**src/rsme_pkg.sv**
```systemverilog
// Types and constants of the rotated spiral matrix element core
package rsme_pkg;

   localparam int COORD_W     = 4;
   localparam int SIDE_W      = 5;
   localparam int TURN_W      = 2;
   localparam int VALUE_W     = 9;
   localparam int SQ_W        = 2 * SIDE_W;
   localparam int OFF_W       = 7;
   localparam int CSR_INDEX_W = 1;
   localparam int CSR_DATA_W  = SIDE_W;
   localparam int REQ_TDATA_W = 8;
   localparam int RSP_TDATA_W = 16;

   // Register indexes
   localparam logic [CSR_INDEX_W-1:0] REG_SIDE  = 1'b0;
   localparam logic [CSR_INDEX_W-1:0] REG_TURNS = 1'b1;

   // Clockwise quarter-turn codes
   localparam logic [TURN_W-1:0] TURN_NONE  = 2'd0;
   localparam logic [TURN_W-1:0] TURN_ONE   = 2'd1;
   localparam logic [TURN_W-1:0] TURN_TWO   = 2'd2;
   localparam logic [TURN_W-1:0] TURN_THREE = 2'd3;

   // Stage 1: side in use and unrotated coordinates
   typedef struct packed {
      logic [SIDE_W-1:0] n;
      logic [SIDE_W-1:0] i;
      logic [SIDE_W-1:0] j;
      logic              in_range;
   } unrot_type;

   // Stage 2: ring index, ring side and n squared
   typedef struct packed {
      logic [SIDE_W-1:0] n;
      logic [SIDE_W-1:0] i;
      logic [SIDE_W-1:0] j;
      logic [SIDE_W-1:0] t;
      logic [SIDE_W-1:0] m;
      logic [SQ_W-1:0]   nsq;
      logic              in_range;
   } ring_type;

   // Stage 3: the two squares and the offset within the ring
   typedef struct packed {
      logic [SQ_W-1:0]  nsq;
      logic [SQ_W-1:0]  msq;
      logic [OFF_W-1:0] off;
      logic             in_range;
   } offset_type;

   // Stage 4: finished result
   typedef struct packed {
      logic [VALUE_W-1:0] value;
      logic               in_range;
   } result_type;

endpackage

```
**src/rotated_spiral_matrix_element_core.sv**
```systemverilog
// Top level of the rotated spiral matrix element core
//
// Usage:
//   req_* carries one query (row, col); rsp_* returns one result per query,
//   in order: the spiral number and an in-range flag.
//   csr_* writes the side (index 0) and the clockwise quarter-turn count
//   (index 1); write only while no query is in flight.
// Throughput: one query per cycle while rsp_tready is high; four register
//   stages (unrotate, ring, offset with the two squares, final sum) each take
//   a new item whenever they are empty or their successor takes theirs.
// Stall: while rsp_tready is low the result holds on rsp_tdata/rsp_tuser;
//   the stages behind it keep filling and req_tready drops only once every
//   stage holds an item. Nothing is lost or repeated.
// Reset (synchronous): all stages empty, side = 1, quarter turns = 0.
// Sides above MAX_SIDE are used as MAX_SIDE; a side of zero makes every
//   query out of range (value 0, flag clear).
module rotated_spiral_matrix_element_core #(
   parameter int MAX_SIDE = 16
) (
   input  logic                             clock,
   input  logic                             reset,
   // Query channel
   input  logic                             req_tvalid,
   output logic                             req_tready,
   input  logic [rsme_pkg::REQ_TDATA_W-1:0] req_tdata,  // [3:0] row, [7:4] col
   // Result channel
   output logic                             rsp_tvalid,
   input  logic                             rsp_tready,
   output logic [rsme_pkg::RSP_TDATA_W-1:0] rsp_tdata,  // [8:0] value, [15:9] zero
   output logic                             rsp_tuser,  // [0] in_range
   // Register writes
   input  logic                             csr_we,
   input  logic [rsme_pkg::CSR_INDEX_W-1:0] csr_index,
   input  logic [rsme_pkg::CSR_DATA_W-1:0]  csr_wdata
);
   import rsme_pkg::*;

   logic [SIDE_W-1:0] side_ff;
   logic [TURN_W-1:0] quarter_turns_ff;

   logic       s1_valid;
   logic       s1_ready;
   unrot_type  s1_data;
   logic       s2_valid;
   logic       s2_ready;
   ring_type   s2_data;
   logic       s3_valid;
   logic       s3_ready;
   offset_type s3_data;
   result_type s4_data;

   // Configuration registers
   always_ff @(posedge clock) begin
      if (reset) begin
         side_ff          <= SIDE_W'(1);
         quarter_turns_ff <= TURN_NONE;
      end else if (csr_we) begin
         case (csr_index)
            REG_SIDE:  side_ff          <= csr_wdata[SIDE_W-1:0];
            REG_TURNS: quarter_turns_ff <= csr_wdata[TURN_W-1:0];
            default:   ;
         endcase
      end
   end

   rsme_unrotate #(
      .MAX_SIDE(MAX_SIDE)
   ) u_unrotate (
      .clock         (clock),
      .reset         (reset),
      .side          (side_ff),
      .quarter_turns (quarter_turns_ff),
      .in_valid      (req_tvalid),
      .in_ready      (req_tready),
      .row           (req_tdata[COORD_W-1:0]),
      .col           (req_tdata[2*COORD_W-1:COORD_W]),
      .out_valid     (s1_valid),
      .out_ready     (s1_ready),
      .out_data      (s1_data)
   );

   rsme_ring u_ring (
      .clock     (clock),
      .reset     (reset),
      .in_valid  (s1_valid),
      .in_ready  (s1_ready),
      .in_data   (s1_data),
      .out_valid (s2_valid),
      .out_ready (s2_ready),
      .out_data  (s2_data)
   );

   rsme_offset u_offset (
      .clock     (clock),
      .reset     (reset),
      .in_valid  (s2_valid),
      .in_ready  (s2_ready),
      .in_data   (s2_data),
      .out_valid (s3_valid),
      .out_ready (s3_ready),
      .out_data  (s3_data)
   );

   rsme_assemble u_assemble (
      .clock     (clock),
      .reset     (reset),
      .in_valid  (s3_valid),
      .in_ready  (s3_ready),
      .in_data   (s3_data),
      .out_valid (rsp_tvalid),
      .out_ready (rsp_tready),
      .out_data  (s4_data)
   );

   // Result packing
   assign rsp_tdata = {{(RSP_TDATA_W-VALUE_W){1'b0}}, s4_data.value};
   assign rsp_tuser = s4_data.in_range;

endmodule

```
**src/rsme_unrotate.sv**
```systemverilog
// Stage 1: saturate the side, check range and undo the rotation
module rsme_unrotate #(
   parameter int MAX_SIDE = 16
) (
   input  logic                         clock,
   input  logic                         reset,
   input  logic [rsme_pkg::SIDE_W-1:0]  side,
   input  logic [rsme_pkg::TURN_W-1:0]  quarter_turns,
   input  logic                         in_valid,
   output logic                         in_ready,
   input  logic [rsme_pkg::COORD_W-1:0] row,
   input  logic [rsme_pkg::COORD_W-1:0] col,
   output logic                         out_valid,
   input  logic                         out_ready,
   output rsme_pkg::unrot_type          out_data
);
   import rsme_pkg::*;

   localparam logic [6:0] SIDE_CAP = 7'(MAX_SIDE);

   logic            valid_ff;
   unrot_type       data_ff;
   unrot_type       data_in;
   logic [6:0]      side_ext;
   logic [SIDE_W-1:0] n;
   logic [SIDE_W-1:0] nm1;
   logic [SIDE_W-1:0] r5;
   logic [SIDE_W-1:0] c5;

   // Side in use, range check and inverse rotation
   always_comb begin
      side_ext = {2'b00, side};
      n        = (side_ext > SIDE_CAP) ? SIDE_CAP[SIDE_W-1:0] : side;
      nm1      = n - SIDE_W'(1);
      r5       = {1'b0, row};
      c5       = {1'b0, col};
      data_in.n        = n;
      data_in.in_range = (n != '0) && (r5 < n) && (c5 < n);
      case (quarter_turns)
         TURN_ONE: begin
            data_in.i = nm1 - c5;
            data_in.j = r5;
         end
         TURN_TWO: begin
            data_in.i = nm1 - r5;
            data_in.j = nm1 - c5;
         end
         TURN_THREE: begin
            data_in.i = c5;
            data_in.j = nm1 - r5;
         end
         default: begin
            data_in.i = r5;
            data_in.j = c5;
         end
      endcase
   end

   assign in_ready = !valid_ff || out_ready;

   always_ff @(posedge clock) begin
      if (reset) begin
         valid_ff <= 1'b0;
      end else if (in_ready) begin
         valid_ff <= in_valid;
      end
   end

   always_ff @(posedge clock) begin
      if (in_ready && in_valid) begin
         data_ff <= data_in;
      end
   end

   assign out_valid = valid_ff;
   assign out_data  = data_ff;

endmodule

```
**src/rsme_ring.sv**
```systemverilog
// Stage 2: ring index, ring side and the square of the full side
module rsme_ring (
   input  logic                clock,
   input  logic                reset,
   input  logic                in_valid,
   output logic                in_ready,
   input  rsme_pkg::unrot_type in_data,
   output logic                out_valid,
   input  logic                out_ready,
   output rsme_pkg::ring_type  out_data
);
   import rsme_pkg::*;

   logic              valid_ff;
   ring_type          data_ff;
   ring_type          data_in;
   logic [SIDE_W-1:0] nm1;
   logic [SIDE_W-1:0] ri;
   logic [SIDE_W-1:0] rj;
   logic [SIDE_W-1:0] min_a;
   logic [SIDE_W-1:0] min_b;
   logic [SIDE_W-1:0] t;

   // Distance to the nearest edge picks the ring
   always_comb begin
      nm1   = in_data.n - SIDE_W'(1);
      ri    = nm1 - in_data.i;
      rj    = nm1 - in_data.j;
      min_a = (in_data.i < in_data.j) ? in_data.i : in_data.j;
      min_b = (ri < rj) ? ri : rj;
      t     = (min_a < min_b) ? min_a : min_b;
      data_in.n        = in_data.n;
      data_in.i        = in_data.i;
      data_in.j        = in_data.j;
      data_in.t        = t;
      data_in.m        = in_data.n - {t[SIDE_W-2:0], 1'b0};
      data_in.nsq      = {{SIDE_W{1'b0}}, in_data.n} * {{SIDE_W{1'b0}}, in_data.n};
      data_in.in_range = in_data.in_range;
   end

   assign in_ready = !valid_ff || out_ready;

   always_ff @(posedge clock) begin
      if (reset) begin
         valid_ff <= 1'b0;
      end else if (in_ready) begin
         valid_ff <= in_valid;
      end
   end

   always_ff @(posedge clock) begin
      if (in_ready && in_valid) begin
         data_ff <= data_in;
      end
   end

   assign out_valid = valid_ff;
   assign out_data  = data_ff;

endmodule

```
**src/rsme_offset.sv**
```systemverilog
// Stage 3: square of the ring side and position along the ring
module rsme_offset (
   input  logic                 clock,
   input  logic                 reset,
   input  logic                 in_valid,
   output logic                 in_ready,
   input  rsme_pkg::ring_type   in_data,
   output logic                 out_valid,
   input  logic                 out_ready,
   output rsme_pkg::offset_type out_data
);
   import rsme_pkg::*;

   logic              valid_ff;
   offset_type        data_ff;
   offset_type        data_in;
   logic [SIDE_W-1:0] hi;
   logic [7:0]        i8;
   logic [7:0]        j8;
   logic [7:0]        t8;
   logic [7:0]        m8;
   logic [7:0]        hi8;
   logic [7:0]        off8;

   // Walk: up the right column, left on top, down the left, right on the bottom
   always_comb begin
      hi  = in_data.n - SIDE_W'(1) - in_data.t;
      i8  = {3'b000, in_data.i};
      j8  = {3'b000, in_data.j};
      t8  = {3'b000, in_data.t};
      m8  = {3'b000, in_data.m};
      hi8 = {3'b000, hi};
      if (in_data.j == hi) begin
         off8 = hi8 - i8;
      end else if (in_data.i == in_data.t) begin
         off8 = m8 + hi8 - 8'd1 - j8;
      end else if (in_data.j == in_data.t) begin
         off8 = {m8[6:0], 1'b0} - 8'd2 + i8 - t8;
      end else begin
         off8 = m8 + {m8[6:0], 1'b0} - 8'd3 + j8 - t8;
      end
      data_in.nsq      = in_data.nsq;
      data_in.msq      = {{SIDE_W{1'b0}}, in_data.m} * {{SIDE_W{1'b0}}, in_data.m};
      data_in.off      = off8[OFF_W-1:0];
      data_in.in_range = in_data.in_range;
   end

   assign in_ready = !valid_ff || out_ready;

   always_ff @(posedge clock) begin
      if (reset) begin
         valid_ff <= 1'b0;
      end else if (in_ready) begin
         valid_ff <= in_valid;
      end
   end

   always_ff @(posedge clock) begin
      if (in_ready && in_valid) begin
         data_ff <= data_in;
      end
   end

   assign out_valid = valid_ff;
   assign out_data  = data_ff;

endmodule

```
**src/rsme_assemble.sv**
```systemverilog
// Stage 4: final sum, out-of-range zeroing and the output register
module rsme_assemble (
   input  logic                 clock,
   input  logic                 reset,
   input  logic                 in_valid,
   output logic                 in_ready,
   input  rsme_pkg::offset_type in_data,
   output logic                 out_valid,
   input  logic                 out_ready,
   output rsme_pkg::result_type out_data
);
   import rsme_pkg::*;

   logic            valid_ff;
   result_type      data_ff;
   result_type      data_in;
   logic [SQ_W-1:0] sum;

   // Cells before this ring, plus position in it, counted from one
   always_comb begin
      sum = in_data.nsq - in_data.msq + {{(SQ_W-OFF_W){1'b0}}, in_data.off} + SQ_W'(1);
      data_in.value    = in_data.in_range ? sum[VALUE_W-1:0] : '0;
      data_in.in_range = in_data.in_range;
   end

   assign in_ready = !valid_ff || out_ready;

   always_ff @(posedge clock) begin
      if (reset) begin
         valid_ff <= 1'b0;
      end else if (in_ready) begin
         valid_ff <= in_valid;
      end
   end

   always_ff @(posedge clock) begin
      if (in_ready && in_valid) begin
         data_ff <= data_in;
      end
   end

   assign out_valid = valid_ff;
   assign out_data  = data_ff;

endmodule

```
**config.mk**
```make
export PLATFORM = sky130hd
export DESIGN_NAME = rotated_spiral_matrix_element_core
export DESIGN_NICKNAME = d
export VERILOG_FILES = /design/src/rsme_pkg.sv /design/src/rotated_spiral_matrix_element_core.sv /design/src/rsme_unrotate.sv /design/src/rsme_ring.sv /design/src/rsme_offset.sv /design/src/rsme_assemble.sv
export SDC_FILE = /design/constraint.sdc
export NUM_CORES = 1
export LEC_CHECK = 0
export BUFFER_PORTS_ARGS = -buffer_cell sky130_fd_sc_hd__buf_2
export CAP_MARGIN = 20
export CELL_PAD_IN_SITES_DETAIL_PLACEMENT = 0
export CELL_PAD_IN_SITES_GLOBAL_PLACEMENT = 1
export CORE_ASPECT_RATIO = 1.25
export CORE_MARGIN = 5
export CORE_UTILIZATION = 45
export DETAILED_ROUTE_END_ITERATION = 10
export HOLD_SLACK_MARGIN = 0.06
export PLACE_DENSITY_LB_ADDON = 0.1
export SETUP_SLACK_MARGIN = 0.3
export SLEW_MARGIN = 5
export SYNTH_ARGS = -nofsm -noshare
export SYNTH_HDL_FRONTEND = slang
export SYNTH_SLANG_ARGS = --single-unit
```
**constraint.sdc**
```tcl
create_clock -name clock -period 15 [get_ports clock]
set_input_delay 0.75 -clock clock [delete_from_list [all_inputs] [get_ports clock]]
set_output_delay 0.75 -clock clock [all_outputs]
set_load 0.005 [all_outputs]
```
### Word level (Yosys, flattened, before mapping)

Index checks and enable logic that the tools add are counted.

| storage, ports and cells | value |
|---|---|
| flip-flop bits (word level) | 98 |
| input bits | 19 |

| cells by class | value |
|---|---|
| reduce and logical (&&, ||, !) cells | 17 |
| bitwise gates (word level) | 1 |
| order comparisons | 6 |
| add/sub/neg operators | 23 |
| multipliers | 2 |
| eq/ne operators | 6 |
| mux-type cells | 8 |

Operators by type and width:

| kind | count |
|---|---|
| $pmux W10 S3 | 1 |
| $mux W7 | 3 |
| $sub A7 B5 Y7 | 3 |
| $mux W5 | 4 |
| $sub A5 B5 Y5 | 4 |
| $mul A5 B5 Y9 | 2 |
| $eq A5 B5 Y1 | 3 |
| $lt A5 B5 Y1 | 3 |
| $sub A5 B1 Y5 const B | 3 |
| $add A7 B5 Y7 | 2 |
| $lt A4 B5 Y1 | 2 |
| $sub A5 B4 Y5 | 2 |
| $add A9 B1 Y9 const B | 1 |
| $add A9 B7 Y9 | 1 |
| $sub A9 B9 Y9 | 1 |
| $add A5 B6 Y7 | 1 |
| $sub A6 B2 Y7 const B | 1 |
| $sub A7 B1 Y7 const B | 1 |
| $sub A7 B2 Y7 const B | 1 |
| $add A5 B5 Y6 | 1 |
| $logic_and A1 B1 Y1 | 6 |
| $sub A5 B5 Y6 | 1 |
| $gt A5 B5 Y1 const B | 1 |
| $reduce_bool A5 Y1 | 1 |
| other kinds (6) | 14 |

### Depth between registers and ports, before layout

| depth | value |
|---|---|
| word-level depth | 7 |
| mapped depth | 24 |

### Modules after synthesis

A second synthesis with hierarchy kept.

| second synthesis, totals | value |
|---|---|
| cells, all modules | 792 |
| area, all modules | 8371.8 sq um |

Modules (own cells, without submodules):

| module | seq. area each (sq um) | cells each | instances | area each (sq um) |
|---|---|---|---|---|
| rsme_offset | 830.8 | 299 | 1 | 3046.7 |
| rsme_ring | 1011.0 | 223 | 1 | 2538.7 |
| rsme_unrotate | 500.5 | 119 | 1 | 1372.6 |
| rsme_assemble | 320.3 | 113 | 1 | 1054.8 |
| rotated_spiral_matrix_element_core | 140.1 | 38 | 1 | 359.1 |

### Worst setup path before layout

OpenSTA, ideal clock, no wires.

| path | value |
|---|---|
| kind | flip-flop to flip-flop |
| from | register u_unrotate.data_ff (netlist bit u_unrotate.out_data[12]) |
| to | register u_ring.data_ff (netlist bit u_ring.out_data[15]), data pin |
| arrival | 4.990 ns |
| cell stages (with the launch flop) | 23 |
| slack | 9.750 ns |
| buffers on the path | 0 |
| path through | edfxtp_1 inv_1 ha_1 inv_1 fa_1 a21o_1 a21oi_1 xnor2_1 xnor2_1 ha_1 a21o_1 a31o_2 o21ai_0 ha_1 a21o_2 a41oi_1 o21ai_4 mux2_2 ha_1 a21o_1 a21oi_1 xnor2_1 xnor2_1 |

RTL lines:

| element | line | text |
|---|---|---|
| start, declared | rsme_unrotate.sv:22 | `unrot_type data_ff;` |
| start signal, assigned | rsme_unrotate.sv:71 | `data_ff <= data_in;` |
| end signal, assigned | rsme_ring.sv:53 | `data_ff <= data_in;` |
| end, declared | rsme_ring.sv:15 | `ring_type data_ff;` |

==> qor.yml <==
outcome:
  status: "completed"
drt:
  first_pass_iters: 4
  vias: 4937
  drcViolationCount: 0
  vias_per_cell: 5.05
  wl_um: 15100
  ant_nets: 0
  post_drt_wl_per_cell_um: 15.5
  drt-initial-drc-count: 194
cells_and_area:
  nets: 910
  final_cell_area_mm2: 0.00835
  diodes: 0
  drive_above_1_share_pct: 11.0
  multi_input_area_mm2: 0.00448
  areaGrowthSynthToFinish_pct: 8.77
  seq_area_mm2: 0.00265
  final-instance-count-excl-fill: 977
  fillerInstances: 1543
sta:
  hold-worst-slack_ps: 422
  setup_tns_ps: 0
  tightest_slew_ps: 962
  skew_ps: 10.0
  maxClockFrequency_ghz: 0.173
  report.final.slew_viol_count: 0
  rsz0062_at_grt: "false"
  setup_viol: 0
  min_period_ps: 5780
  max_slew_margin_pct: 35.7
  hold_viol: 0
  finalCritPeriodShare_pct: 38.5
global_route:
  grt_pass1_vias: 5358
  antenna_found_initial: 0
  grt_max_degree: 33
  grt_pass1_wl_um: 25400
  grt-ovfl-total: 0
  track_usage_pct: 16.2
synth:
  yosysMostFrequentCell: "inv_1"
  synth_area_leaders: "edfxtp_1 (32%), ha_1 (17%), fa_1 (9.1%), inv_1 (6.2%), xnor2_1 (5.8%)"
  synth.top_cells.by_count: "inv_1 (127), ha_1 (104), edfxtp_1 (81), a21oi_1 (53), xnor2_1 (51)"
  yosysTopAreaCellShare_pct: 31.7
  synth-seq-cells: 92
  yosys.area.top_type: "edfxtp_1"
  synthFlopType: "edfxtp_1"
  syn_inst: 719
  synth_edf_count: 81
  ys_warn_count: 0
  syn_area_per_cell_um2: 10.7
  synth_cell_types: 47
  async_reset_ff_share_pct: 0
  yosysSeqAreaShare_pct: 34.6
  synth_area_mm2: 0.00767
power_and_ir_drop:
  leakage_nw: 3.94
  p_per_area_mw_per_mm2: 224
  ir_drop_mv: 0.117
worst_setup_path:
  worstPathRequired_ps: 15080
  cp-start-kind: "flip-flop"
  cp_max_fo: 9
  path_buf_inv: 2
  cp-end-kind: "flip-flop"
  cp.arrival_ps: 5860
  slowest_delay_ps: 510
  path_cells: "inv_1 > ha_1 > inv_1 > fa_1 > a21o_1 > a21oi_1 > xnor2_1 > xnor2_1 > ha_1 > a21o_1 > a31o_2 > o21ai_0 > ha_1 > a21o_2 > a41oi_1 > o21ai_4 > mux2_2 > ha_1 > a21o_1 > a21oi_1 > xnor2_1 > xnor2_1"
  cp_top_family: "compound AO/OA/AOI/OAI gates"
  critPathSlowestCell: "edfxtp_1"
  path_class: "flip-flop to flip-flop"
flow_run:
  cap_violations: 0
placed_design:
  postPlaceCellArea_mm2: 0.00807
  place_inst: 961
  io_buffers: 30
  hpwl_um: 12800
  place_congestion: 0.903
floorplan:
  die_h_um: 156
  dieArea_mm2: 0.0198
  core_mm2: 0.0168
  initial_utilization_pct: 45.7
  rows: 53
  io_pins: 38
  die_width_um: 127
clock_tree:
  clk_latency_ps: 340
  ctsHoldBuffers: 0
  htree_levels: 3
  clockBufferDepth: 2
  ctsRootBufferMaster: "clkbuf_16"
  cts.sinks: 92
  cts_resized: 0
  cts_setup_buffers: 0
  cts_buffers: 9
  cts_tree: "yes"
  clk_pin_slew_worst_paths_ps: 60
worst_hold_path:
  hold_path.class: "flip-flop to flip-flop"
worst paths after layout:
kind	startpoint	end	cells after the start	slack, ps
worst max-delay path	u_unrotate.out_data[11]	u_ring.out_data[15]	22	9220
worst min-delay path	u_ring.out_data[7]	u_offset.out_data[24]	0	420
worst max register to register	u_unrotate.out_data[11]	u_ring.out_data[15]	22	9220
worst min register to register	u_ring.out_data[7]	u_offset.out_data[24]	0	420
where the power goes:
group	leakage, nW	total (mW)	internal, mW	switching (mW)
Sequential	0.856	0.403	0.365	0.0382
Clock	0.141	0.207	0.116	0.0904
Combinational	2.94	1.26	0.590	0.672
area by class of cell:
class                           count  area share, %
Clock buffer                       11           2.88
Sequential cell                    92           31.8
Clock inverter                      5          0.435
Multi-Input combinational cell    487           53.7
Tap cell                          220           3.30
Inverter                          128           5.76
Timing Repair Buffer               34           2.16
worst register-to-register path, cell delays in order (launching register included):
cell,delay [ps]
edfxtp_1,510
inv_1,130
ha_1,290
inv_1,90
fa_1,440
a21o_1,200
a21oi_1,170
xnor2_1,160
xnor2_1,170
ha_1,340
a21o_1,280
a31o_2,270
o21ai_0,270
ha_1,320
a21o_2,220
a41oi_1,280
o21ai_4,150
mux2_2,340
ha_1,280
a21o_1,180
a21oi_1,170
xnor2_1,160
xnor2_1,100
through the flow:
stage | setup WS [ps] | utilization, % | power, mW
4_1_cts | 9220 | 49.8 | 1.91
3_5_place_dp | 9230 | 48.1 | 1.69
3_3_place_gp | 9430 | 48.1 | 1.66
6_report | 9220 | 49.8 | 1.87
5_1_grt | 8790 | 49.8 | 2.08
2_1_floorplan | 9750 | - | 1.40
kinds of logic after synthesis:
| family | share of synthesized area (%) |
|---|---|
| flops | 34.6 |
| buf+inv | 7.48 |
| fa+ha+maj | 26.2 |
| compound gates | 10.5 |
| mux | 5.40 |
| other cells | 0.0979 |
| xor+xnor | 8.79 |
| simple gates | 6.91 |
flip-flops by register name, summed over array words and instances, names as in the netlist:
register,flops
quarter_turns_ff,2
side_ff,5
u_assemble.out_data,10
u_assemble.out_valid,1
u_offset.out_data,23
u_offset.out_valid,1
u_ring.out_data,32
u_ring.out_valid,1
u_unrotate.out_data,16
u_unrotate.out_valid,1
routing by layer:
metal	wire (µm)	vias to the layer above	GRT usage [%]	share of wire [%]
li1	-	2475	-	-
met1	5850	2345	17.3	39
met2	8280	81	30.8	55
met3	371	36	2.98	2.5
met4	615	0	7.51	4.1
met5	0	-	0	0
cell usage in the layout, fill, tap and decap left out, types with 8 or more instances in the layout:
cell type / netlist / routed
and2_1: 15 / 15
nor2b_1: 11 / 10
clkbuf_16: 0 / 9
dfxtp_1: 11 / 11
mux4_2: 8 / 8
xnor2_1: 51 / 51
buf_2: 0 / 30
ha_1: 104 / 104
a21o_1: 29 / 29
o21bai_1: 9 / 9
inv_1: 127 / 127
fa_1: 35 / 35
a21oi_1: 53 / 53
o21ai_0: 9 / 9
mux2i_1: 14 / 14
nand2_1: 18 / 18
conb_1: 2 / 8
nor2_1: 37 / 37
edfxtp_1: 81 / 81
xor2_1: 26 / 26
(Power assumes the default switching activity.)
